==> src/hw/rtl/timed_address_blocklist_core_defines.svh <==
// Assertion macros shared by the blocklist RTL.
`ifndef TIMED_ADDRESS_BLOCKLIST_CORE_DEFINES_SVH
`define TIMED_ADDRESS_BLOCKLIST_CORE_DEFINES_SVH

// Same-cycle implication, checked outside of reset.
`define TABL_ASSERT_NOW(label, ante, cons, msg) \
  label: assert property (@(posedge clk) disable iff (!rst_n) (ante) |-> (cons)) \
    else $error(msg);

// Next-cycle implication, checked outside of reset.
`define TABL_ASSERT_NEXT(label, ante, cons, msg) \
  label: assert property (@(posedge clk) disable iff (!rst_n) (ante) |=> (cons)) \
    else $error(msg);

`endif

==> src/hw/rtl/tabl_pkg.sv <==
// Types and codes shared by the timed address blocklist modules.
package tabl_pkg;

  localparam logic [1:0] FUNC_ADD   = 2'd0;
  localparam logic [1:0] FUNC_CHECK = 2'd1;
  localparam logic [1:0] FUNC_SWEEP = 2'd2;

  typedef struct packed {
    logic [1:0]  func;
    logic [31:0] ip_addr;
    logic [47:0] expire_time;
    logic [47:0] now_time;
  } tabl_in_t;

  typedef struct packed {
    logic blocked;
    logic status;
  } tabl_out_t;

  typedef struct packed {
    logic        valid;
    logic [31:0] addr;
    logic [47:0] expiry;
  } tabl_entry_t;

  typedef enum logic [1:0] {
    ST_CLEAR,
    ST_IDLE,
    ST_SCAN,
    ST_FINISH
  } tabl_state_t;

endpackage

==> src/hw/rtl/tabl_mem.sv <==
// Single-port-write, single-port-read table memory with registered read data.
module tabl_mem
  import tabl_pkg::*;
#(
  parameter int DEPTH = 16,
  parameter int IDX_W = $clog2(DEPTH)
) (
  input  logic              clk,
  input  logic              wr_en,
  input  logic [IDX_W-1:0]  wr_idx,
  input  tabl_entry_t       wr_data,
  input  logic              rd_en,
  input  logic [IDX_W-1:0]  rd_idx,
  output tabl_entry_t       rd_data
);

  tabl_entry_t mem_r [DEPTH];
  tabl_entry_t rd_data_r;

  always_ff @(posedge clk) begin
    if (wr_en) begin
      mem_r[wr_idx] <= wr_data;
    end
  end

  always_ff @(posedge clk) begin
    if (rd_en) begin
      rd_data_r <= mem_r[rd_idx];
    end
  end

  assign rd_data = rd_data_r;

endmodule

==> src/hw/rtl/timed_address_blocklist_core.sv <==
// Top level of the timed address blocklist: a table of IPv4 addresses with expiry
// times, kept in one memory of TABLE_ENTRIES words. Each request (add, check or
// sweep) walks the whole table, one memory read per cycle, and gives one result;
// a request is taken only after the walk ends and its result is loaded. Sweep
// frees expired entries during the walk; add and check write back at most one
// entry after the walk, once the output register is free. An entry has expired
// when its expiry is at or before now_time. After reset the block runs a clearing
// pass that writes every entry invalid, during which in_ready stays low. A
// finished result waits in an output register, and the next request is accepted
// while it waits.
`include "timed_address_blocklist_core_defines.svh"

module timed_address_blocklist_core
  import tabl_pkg::*;
#(
  parameter int TABLE_ENTRIES = 16
) (
  input  logic      clk,
  input  logic      rst_n,
  input  logic      in_valid,
  output logic      in_ready,
  input  tabl_in_t  in_data,
  output logic      out_valid,
  input  logic      out_ready,
  output tabl_out_t out_data
);

  localparam int IDX_W = $clog2(TABLE_ENTRIES);
  localparam int CNT_W = $clog2(TABLE_ENTRIES + 1);
  localparam logic [CNT_W-1:0] CNT_END  = CNT_W'(TABLE_ENTRIES);
  localparam logic [IDX_W-1:0] IDX_LAST = IDX_W'(TABLE_ENTRIES - 1);

  tabl_state_t      state_r, state_nxt;
  logic [CNT_W-1:0] cnt_r, cnt_nxt;
  logic             rd_valid_r;
  logic [IDX_W-1:0] rd_idx_r;
  tabl_in_t         req_r;
  logic             found_r;
  logic [IDX_W-1:0] hit_idx_r;
  logic             hit_exp_r;
  logic             free_found_r;
  logic [IDX_W-1:0] free_idx_r;
  logic             out_valid_r;
  tabl_out_t        out_data_r;

  logic             mem_wr_en;
  logic [IDX_W-1:0] mem_wr_idx;
  tabl_entry_t      mem_wr_data;
  logic             mem_rd_en;
  tabl_entry_t      mem_rd_data;

  logic             out_free;
  logic             load_out;
  logic             accept;
  logic             hit_now;
  logic             exp_now;
  logic             free_now;
  tabl_out_t        result;

  tabl_mem #(
    .DEPTH (TABLE_ENTRIES),
    .IDX_W (IDX_W)
  ) u_mem (
    .clk     (clk),
    .wr_en   (mem_wr_en),
    .wr_idx  (mem_wr_idx),
    .wr_data (mem_wr_data),
    .rd_en   (mem_rd_en),
    .rd_idx  (cnt_r[IDX_W-1:0]),
    .rd_data (mem_rd_data)
  );

  assign out_free = !out_valid_r || out_ready;
  assign accept   = in_valid && in_ready;

  // Per-word compare on the entry that came back from memory this cycle.
  assign hit_now  = rd_valid_r && mem_rd_data.valid && (mem_rd_data.addr == req_r.ip_addr);
  assign exp_now  = mem_rd_data.expiry <= req_r.now_time;
  assign free_now = rd_valid_r && !mem_rd_data.valid;

  always_comb begin
    result.blocked = (req_r.func == FUNC_CHECK) && found_r && !hit_exp_r;
    result.status  = (req_r.func == FUNC_ADD) && !found_r && !free_found_r;
  end

  // Next state.
  always_comb begin
    state_nxt = state_r;
    unique case (state_r)
      ST_CLEAR: begin
        if (cnt_r[IDX_W-1:0] == IDX_LAST) begin
          state_nxt = ST_IDLE;
        end
      end
      ST_IDLE: begin
        if (in_valid) begin
          state_nxt = ST_SCAN;
        end
      end
      ST_SCAN: begin
        if (rd_valid_r && rd_idx_r == IDX_LAST) begin
          state_nxt = ST_FINISH;
        end
      end
      ST_FINISH: begin
        if (out_free) begin
          state_nxt = ST_IDLE;
        end
      end
      default: state_nxt = ST_CLEAR;
    endcase
  end

  // Outputs of the sequencer: in_ready, memory ports, counter and result load.
  always_comb begin
    in_ready    = 1'b0;
    mem_rd_en   = 1'b0;
    mem_wr_en   = 1'b0;
    mem_wr_idx  = rd_idx_r;
    mem_wr_data = '{valid: 1'b0, addr: req_r.ip_addr, expiry: req_r.expire_time};
    load_out    = 1'b0;
    cnt_nxt     = cnt_r;
    unique case (state_r)
      ST_CLEAR: begin
        mem_wr_en  = 1'b1;
        mem_wr_idx = cnt_r[IDX_W-1:0];
        cnt_nxt    = (cnt_r[IDX_W-1:0] == IDX_LAST) ? '0 : cnt_r + 1'b1;
      end
      ST_IDLE: begin
        in_ready = 1'b1;
        cnt_nxt  = '0;
      end
      ST_SCAN: begin
        mem_rd_en = (cnt_r != CNT_END);
        if (mem_rd_en) begin
          cnt_nxt = cnt_r + 1'b1;
        end
        // A sweep frees each expired entry as soon as it has been read.
        if (req_r.func == FUNC_SWEEP && rd_valid_r && mem_rd_data.valid && exp_now) begin
          mem_wr_en = 1'b1;
        end
      end
      ST_FINISH: begin
        if (out_free) begin
          load_out = 1'b1;
          if (req_r.func == FUNC_ADD) begin
            mem_wr_data.valid = 1'b1;
            if (found_r) begin
              mem_wr_en  = 1'b1;
              mem_wr_idx = hit_idx_r;
            end else if (free_found_r) begin
              mem_wr_en  = 1'b1;
              mem_wr_idx = free_idx_r;
            end
          end else if (req_r.func == FUNC_CHECK && found_r && hit_exp_r) begin
            mem_wr_en  = 1'b1;
            mem_wr_idx = hit_idx_r;
          end
        end
      end
      default: begin
        cnt_nxt = '0;
      end
    endcase
  end

  always_ff @(posedge clk) begin
    if (!rst_n) begin
      state_r     <= ST_CLEAR;
      cnt_r       <= '0;
      rd_valid_r  <= 1'b0;
      out_valid_r <= 1'b0;
    end else begin
      state_r    <= state_nxt;
      cnt_r      <= cnt_nxt;
      rd_valid_r <= mem_rd_en;
      if (load_out) begin
        out_valid_r <= 1'b1;
      end else if (out_ready) begin
        out_valid_r <= 1'b0;
      end
    end
  end

  always_ff @(posedge clk) begin
    rd_idx_r <= cnt_r[IDX_W-1:0];
    if (load_out) begin
      out_data_r <= result;
    end
    if (accept) begin
      req_r        <= in_data;
      found_r      <= 1'b0;
      free_found_r <= 1'b0;
    end else begin
      if (hit_now && !found_r) begin
        found_r   <= 1'b1;
        hit_idx_r <= rd_idx_r;
        hit_exp_r <= exp_now;
      end
      if (free_now && !free_found_r) begin
        free_found_r <= 1'b1;
        free_idx_r   <= rd_idx_r;
      end
    end
  end

  assign out_valid = out_valid_r;
  assign out_data  = out_data_r;

  `TABL_ASSERT_NOW(a_scan_write_only_sweep, state_r == ST_SCAN && mem_wr_en, req_r.func == FUNC_SWEEP, "table written during scan by a request that is not a sweep")
  `TABL_ASSERT_NOW(a_read_data_in_scan, rd_valid_r, state_r == ST_SCAN, "read data returned outside of a scan")
  `TABL_ASSERT_NEXT(a_finish_loads_result, state_r == ST_FINISH && out_free, out_valid_r && state_r == ST_IDLE, "finished request did not produce a result")
  `TABL_ASSERT_NOW(a_status_excludes_blocked, out_valid_r && out_data_r.status, !out_data_r.blocked, "full-table status together with blocked")

endmodule

==> config.mk <==
export PLATFORM = sky130hd
export DESIGN_NAME = timed_address_blocklist_core
export DESIGN_NICKNAME = d
export VERILOG_FILES = /design/src/hw/rtl/tabl_pkg.sv /design/src/hw/rtl/tabl_mem.sv /design/src/hw/rtl/timed_address_blocklist_core.sv
export VERILOG_INCLUDE_DIRS = /design/src /design/src/hw/rtl
export SDC_FILE = /design/constraint.sdc
export NUM_CORES = 1
export LEC_CHECK = 0
export BUFFER_PORTS_ARGS = -buffer_cell sky130_fd_sc_hd__buf_2
export CAP_MARGIN = 5
export CORE_ASPECT_RATIO = 2
export CORE_MARGIN = 2
export CORE_UTILIZATION = 41
export CTS_BUF_LIST = sky130_fd_sc_hd__clkbuf_16
export DETAILED_ROUTE_END_ITERATION = 10
export REMOVE_ABC_BUFFERS = 1
export SETUP_SLACK_MARGIN = 0.2
export SLEW_MARGIN = 20
export SYNTH_ARGS = -nofsm -noshare
export SYNTH_HDL_FRONTEND = slang
export SYNTH_SLANG_ARGS = --single-unit
==> constraint.sdc <==
create_clock -name clk -period 9.72 [get_ports clk]
set_input_delay 0.972 -clock clk [delete_from_list [all_inputs] [get_ports clk]]
set_output_delay 0.972 -clock clk [all_outputs]
set_load 0.05 [all_outputs]
* Word level (Yosys, flattened, before mapping)
Memories as Yosys holds them, arrays and structs flattened. A register that Yosys moved wholly into a read port is not among the register bits.
Index checks and enable logic that the tools add are counted.
** Storage, ports and cells
- Input port bits :: 134
- RAM bits :: 1296
- Memories kept :: 1
- Flip-flop bits (word level) :: 156
- Word-level logic and storage cells :: 95
** Operators by class
- Eq/ne operators :: 14
- $lt $le $gt $ge :: 1
- Muxes and demuxes :: 32
- Bitwise logic cells :: 1
- Reductions and logical operators :: 29
- Add/sub/neg operators :: 1
** Memories
- u_mem.mem_r :: depth 16, width 81, read ports 1, clocked after Yosys merged registers in 1, write ports 1, line tabl_mem.sv:17 : tabl_entry_t mem_r [DEPTH];
** Operators by type and width (count)
- $le A48 B48 Y1 :: 1
- $eq A32 B32 Y1 :: 1
- $mux W4 :: 5
- $mux W1 :: 17
- $logic_and A1 B1 Y1 :: 15
- $pmux W5 S3 :: 1
- $mux W5 :: 2
- $ne A2 B2 Y1 const B :: 5
- $eq A4 B4 Y1 const B :: 2
- $mux W2 :: 4
- $pmux W2 S4 :: 1
- $pmux W4 S2 :: 1
- $eq A2 B2 Y1 const B :: 3
- $reduce_and A2 Y1 :: 3
- $add A5 B1 Y5 const B :: 1
- $logic_not A1 Y1 :: 5
- $ne A5 B5 Y1 const B :: 1
- $eq A2 B1 Y1 const B :: 2
- $logic_not A2 Y1 :: 2
- $reduce_and A4 Y1 :: 1
- $pmux W1 S3 :: 1
- $reduce_bool A3 Y1 :: 1
- $reduce_bool A2 Y1 :: 1
- $logic_or A1 B1 Y1 :: 1
- $not A1 Y1 :: 1

* Logic depth before layout (Yosys ltp)
- Depth after elaboration :: 9
- Gate-level depth with buffers :: 10

* Hierarchy
A second synthesis with hierarchy kept.
** Second synthesis, totals
- Cells, all modules :: 2561
- Area, all modules :: 57660.3 um^2
** By module, submodules not included
- tabl_mem :: instances 1, area an instance 50875.0 um^2, cells an instance 2078
- timed_address_blocklist_core :: instances 1, area an instance 6785.3 um^2, cells an instance 483

* Worst setup path before layout
Ideal clock, no wire load.
- Path type :: in2reg
- From :: input out_ready
- To :: memory u_mem.mem_r[4][0] in the netlist's numbering (enable)
- Path slack :: -760 ps
- Arrival time :: 9760 ps
- Stages :: 8
- Cell sequence :: nor2b_1 nand2b_4 buf_6 nor3_1 a222oi_1 a21oi_2 nand2b_4 nor4_1
** Between the ends
- Longest elaborated chain between the ends :: 5
** Ends and longest elaborated chain
- start, declared :: line timed_address_blocklist_core.sv:24 : input logic out_ready,
- $logic_or A1 B1 Y1 (*) :: line timed_address_blocklist_core.sv:73 : assign out_free = !out_valid_r || out_ready;
- $mux W1 :: line timed_address_blocklist_core.sv:144 : if (out_free) begin
- $pmux W1 S3 :: line timed_address_blocklist_core.sv:123 : unique case (state_r)
- $mux W1 :: line tabl_mem.sv:21 : if (wr_en) begin
- $mux W1 (implied by the code) :: line tabl_mem.sv:22 : mem_r[wr_idx] <= wr_data;
- end, declared :: line tabl_mem.sv:17
Every way passes the cells marked *; elsewhere a longest branch is shown, timed or not.

* Worst setup path in the final report
- From :: register u_mem.rd_data[31] (netlist name)
- To :: memory u_mem.mem_r[4][2] in the netlist's numbering (enable)
** Between the ends
- Longest elaborated chain between the ends :: 6
** Ends and longest elaborated chain
- $le A48 B48 Y1 :: line timed_address_blocklist_core.sv:78 : assign exp_now = mem_rd_data.expiry <= req_r.now_time;
- named net exp_now :: line timed_address_blocklist_core.sv:56 : logic exp_now;
- $logic_and A1 B1 Y1 :: line timed_address_blocklist_core.sv:139 : if (req_r.func == FUNC_SWEEP && rd_valid_r && mem_rd_data.valid && exp_now) begin
- $mux W1 :: line timed_address_blocklist_core.sv:139
- $pmux W1 S3 :: line timed_address_blocklist_core.sv:123
- $mux W1 :: line tabl_mem.sv:21
- $mux W1 (implied by the code) :: line tabl_mem.sv:22
The timed path passes the listed nets, and every way through them passes these cells.

==> impl_metrics.env <==
export IMPL_status="finished, final reports clean"
export IMPL_hold_class="in -> reg"
export IMPL_rsz0062_at_grt="no"
export IMPL_setup_ws_ps=5380
export IMPL_dieArea_um2=144000
export IMPL_syn_avg_cell_area_um2=24.3
export IMPL_ys_seq_elements=1533
export IMPL_p_leak_nw=20.5
export IMPL_vias_per_cell=5.48
export IMPL_final_max_slew_viol_count=0
export IMPL_powerDensity_nw_per_um2=203
export IMPL_cp_required_ps=10150
export IMPL_start_util=0.412
export IMPL_drive_gt1_frac=0.302
export IMPL_antenna_left=0
export IMPL_vias=25200
export IMPL_synthesis_area_um2=57900
export IMPL_cts_htree_levels=4
export IMPL_area_growth_pct=13.1
export IMPL_post_cts_resized=0
export IMPL_finalNetCount=2805
export IMPL_antenna_found_initial=7
export IMPL_grt_max_degree=119
export IMPL_grt_pass1_vias=26300
export IMPL_mostFrequentLayoutCells="edfxtp_1, mux4_2, clkbuf_16"
export IMPL_arrival_ps=4760
export IMPL_postLayoutCellArea_um2=65500
export IMPL_ys_warn_count=0
export IMPL_path_max_fanout=33
export IMPL_first_iter_violations=2182
export IMPL_grt_pass1_wl_mm=176
export IMPL_seq_area_frac_synth=0.793
export IMPL_core_area_um2=141000
export IMPL_synth_cell_types=54
export IMPL_clock_path_buffers=3
export IMPL_relSlewSlack=0.275
export IMPL_overflow=0
export IMPL_crit_path_frequent_cell="buf_4"
export IMPL_layoutNonFillerInstCount=4595
export IMPL_cts_setup_buffers=0
export IMPL_diodes=0
export IMPL_cts_tree="built"
export IMPL_timing_hold_ws_ps=382
export IMPL_period_needed_ps=4340
export IMPL_path_buf_inv=3
export IMPL_fin_total_pwr_mw=13.3
export IMPL_synthFlopType="edfxtp_1"
export IMPL_dp_cells=4343
export IMPL_tightest_slew_ps=1090
export IMPL_drc=0
export IMPL_min_from="in_data[80]"
export IMPL_grt_usage=0.166
export IMPL_multi_input_area_um2=11500
export IMPL_synth_largest_area_cell="edfxtp_1"
export IMPL_min_period_over_period=0.446
export IMPL_clock_latency_ps=770
export IMPL_post_dp_hpwl_mm=65.4
export IMPL_placed_area_um2=61100
export IMPL_first_pass_iters=5
export IMPL_wl_per_cell_um=25.8
export IMPL_cp_start_kind="register"
export IMPL_fin_worst_skew_ps=29.5
export IMPL_finalSetupTns_ps=0
export IMPL_die_h_um=535
export IMPL_clock_sinks=1533
export IMPL_endpoint_kind="register"
export IMPL_clk_pin_slew_ps=60
export IMPL_numCtsBuffers=141
export IMPL_finalSetupViolCount=0
export IMPL_final_common_cell="edfxtp_1"
export IMPL_criticalPathCategory="reg -> reg"
export IMPL_cap_viol_max_count=0
export IMPL_fill_cells=11600
export IMPL_num_rows=195
export IMPL_peakVddDrop_mv=0.145
export IMPL_synth_edf_count=1518
export IMPL_yosys_top_cells_area="edfxtp_1, mux4_2, ha_1"
export IMPL_ctsHoldBuffers=0
export IMPL_slowest_stage="buf_4"
export IMPL_drt_total_wl_mm=118
export IMPL_cts_root_buf="clkbuf_16"
export IMPL_crit_family="compound AO/OA/AOI/OAI gates"
export IMPL_post_place_ws_ps=5270
export IMPL_ioPinCount=138
export IMPL_clock_fmax_mhz=231
export IMPL_synth_cells=2378
export IMPL_crit_chain="ha_1 -> a21oi_1 -> o21ai_0 -> a221oi_1 -> o31ai_1 -> o31ai_2 -> a21oi_2 -> buf_4 -> nor4_2 -> buf_4 -> buf_16"
export IMPL_yosysTopAreaCellShare=0.787
export IMPL_reg2reg_from="u_mem.rd_data[31]"
export IMPL_fin_util=0.466
export IMPL_async_flop_share=0
export IMPL_place_congestion=0.785
export IMPL_hold_viol_final=0
export IMPL_regArea_um2=45900
export IMPL_critPathMaxStageDelay_ps=580
export IMPL_startpoint="u_mem.rd_data[31]"
export IMPL_place_port_buffers=137
export IMPL_die_w_um=270
## cells by family (layout without fill, tap and decap cells)
| family | Yosys count | count (layout) | share of synthesized area |
|---|---|---|---|
| and+or+nand+nor | 120 | 120 | 0.0134 |
| muxes | 406 | 406 | 0.158 |
| DFF | 1533 | 1533 | 0.793 |
| buffers and inverters | 156 | 502 | 0.0108 |
| xor gates and xnor gates | 34 | 34 | 0.00514 |
| adders and majority gates | 56 | 56 | 0.0121 |
| AOI/OAI and AO/OA | 73 | 73 | 0.00826 |
## worst register-to-register path: stages (launching register included)
cell      delay [ps]
edfxtp_1         360
ha_1             300
a21oi_1          150
o21ai_0          340
a221oi_1         400
o31ai_1          130
o31ai_2          580
a21oi_2          120
buf_4            290
nor4_2           410
buf_4            580
buf_16           310
## state kept, by name (all words and copies together) (netlist names), 2 cells and up
name           flops
cnt_r              5
hit_idx_r          4
mem_wr_data       80
out_data           2
free_idx_r         4
rd_idx_r           4
u_mem.mem_r     1296
req_r             50
state_r            2
u_mem.rd_data     81
## final cells by class
type	count	area share
clock inverters	103	0.00950
multi-input cells	689	0.176
repair buffers	189	0.0174
well taps	1871	0.0358
flip-flops and latches	1533	0.701
inverters	61	0.00357
clock buffers	149	0.0570
## report_power, final
part	internal (mW)	switching (mW)	leakage (nW)
combinational	0.331	0.349	4.31
clock	2.92	2.32	2.28
sequential	7.31	0.0365	13.9
total	10.6	2.70	20.5
## worst paths after layout
path / depth (start not counted) / endpoint / slack, ps
setup reg to reg: 11 / u_mem.mem_r[4][2] / 5380
hold reg to reg: 0 / free_idx_r[1] / 490
hold / removal: 1 / mem_wr_data[32] / 380
setup / recovery: 11 / u_mem.mem_r[4][2] / 5380
## metal layers
metal / GRT usage / up-vias / routed length [um]
met2: 0.269 / 790 / 57800
met1: 0.232 / 13600 / 51200
li1: - / 10600 / -
met4: 0.0449 / 2 / 2330
met5: 0 / - / 10
met3: 0.0320 / 159 / 6970
## cell usage after synthesis (all sizes together), types with 5 or more instances
library cell	number
edfxtp	1518
mux4	405
inv	61
ha	56
clkbuf	50
buf	45
a21oi	32
xor2	25
nand2	23
nor3	22
dfxtp	15
nor2	14
nor4	14
o21ai	14
nand4	11
nand2b	9
xnor2	9
nor2b	7
nand3	6
o31ai	6
a21o	5
a222oi	5
(Power assumes the default switching activity.)
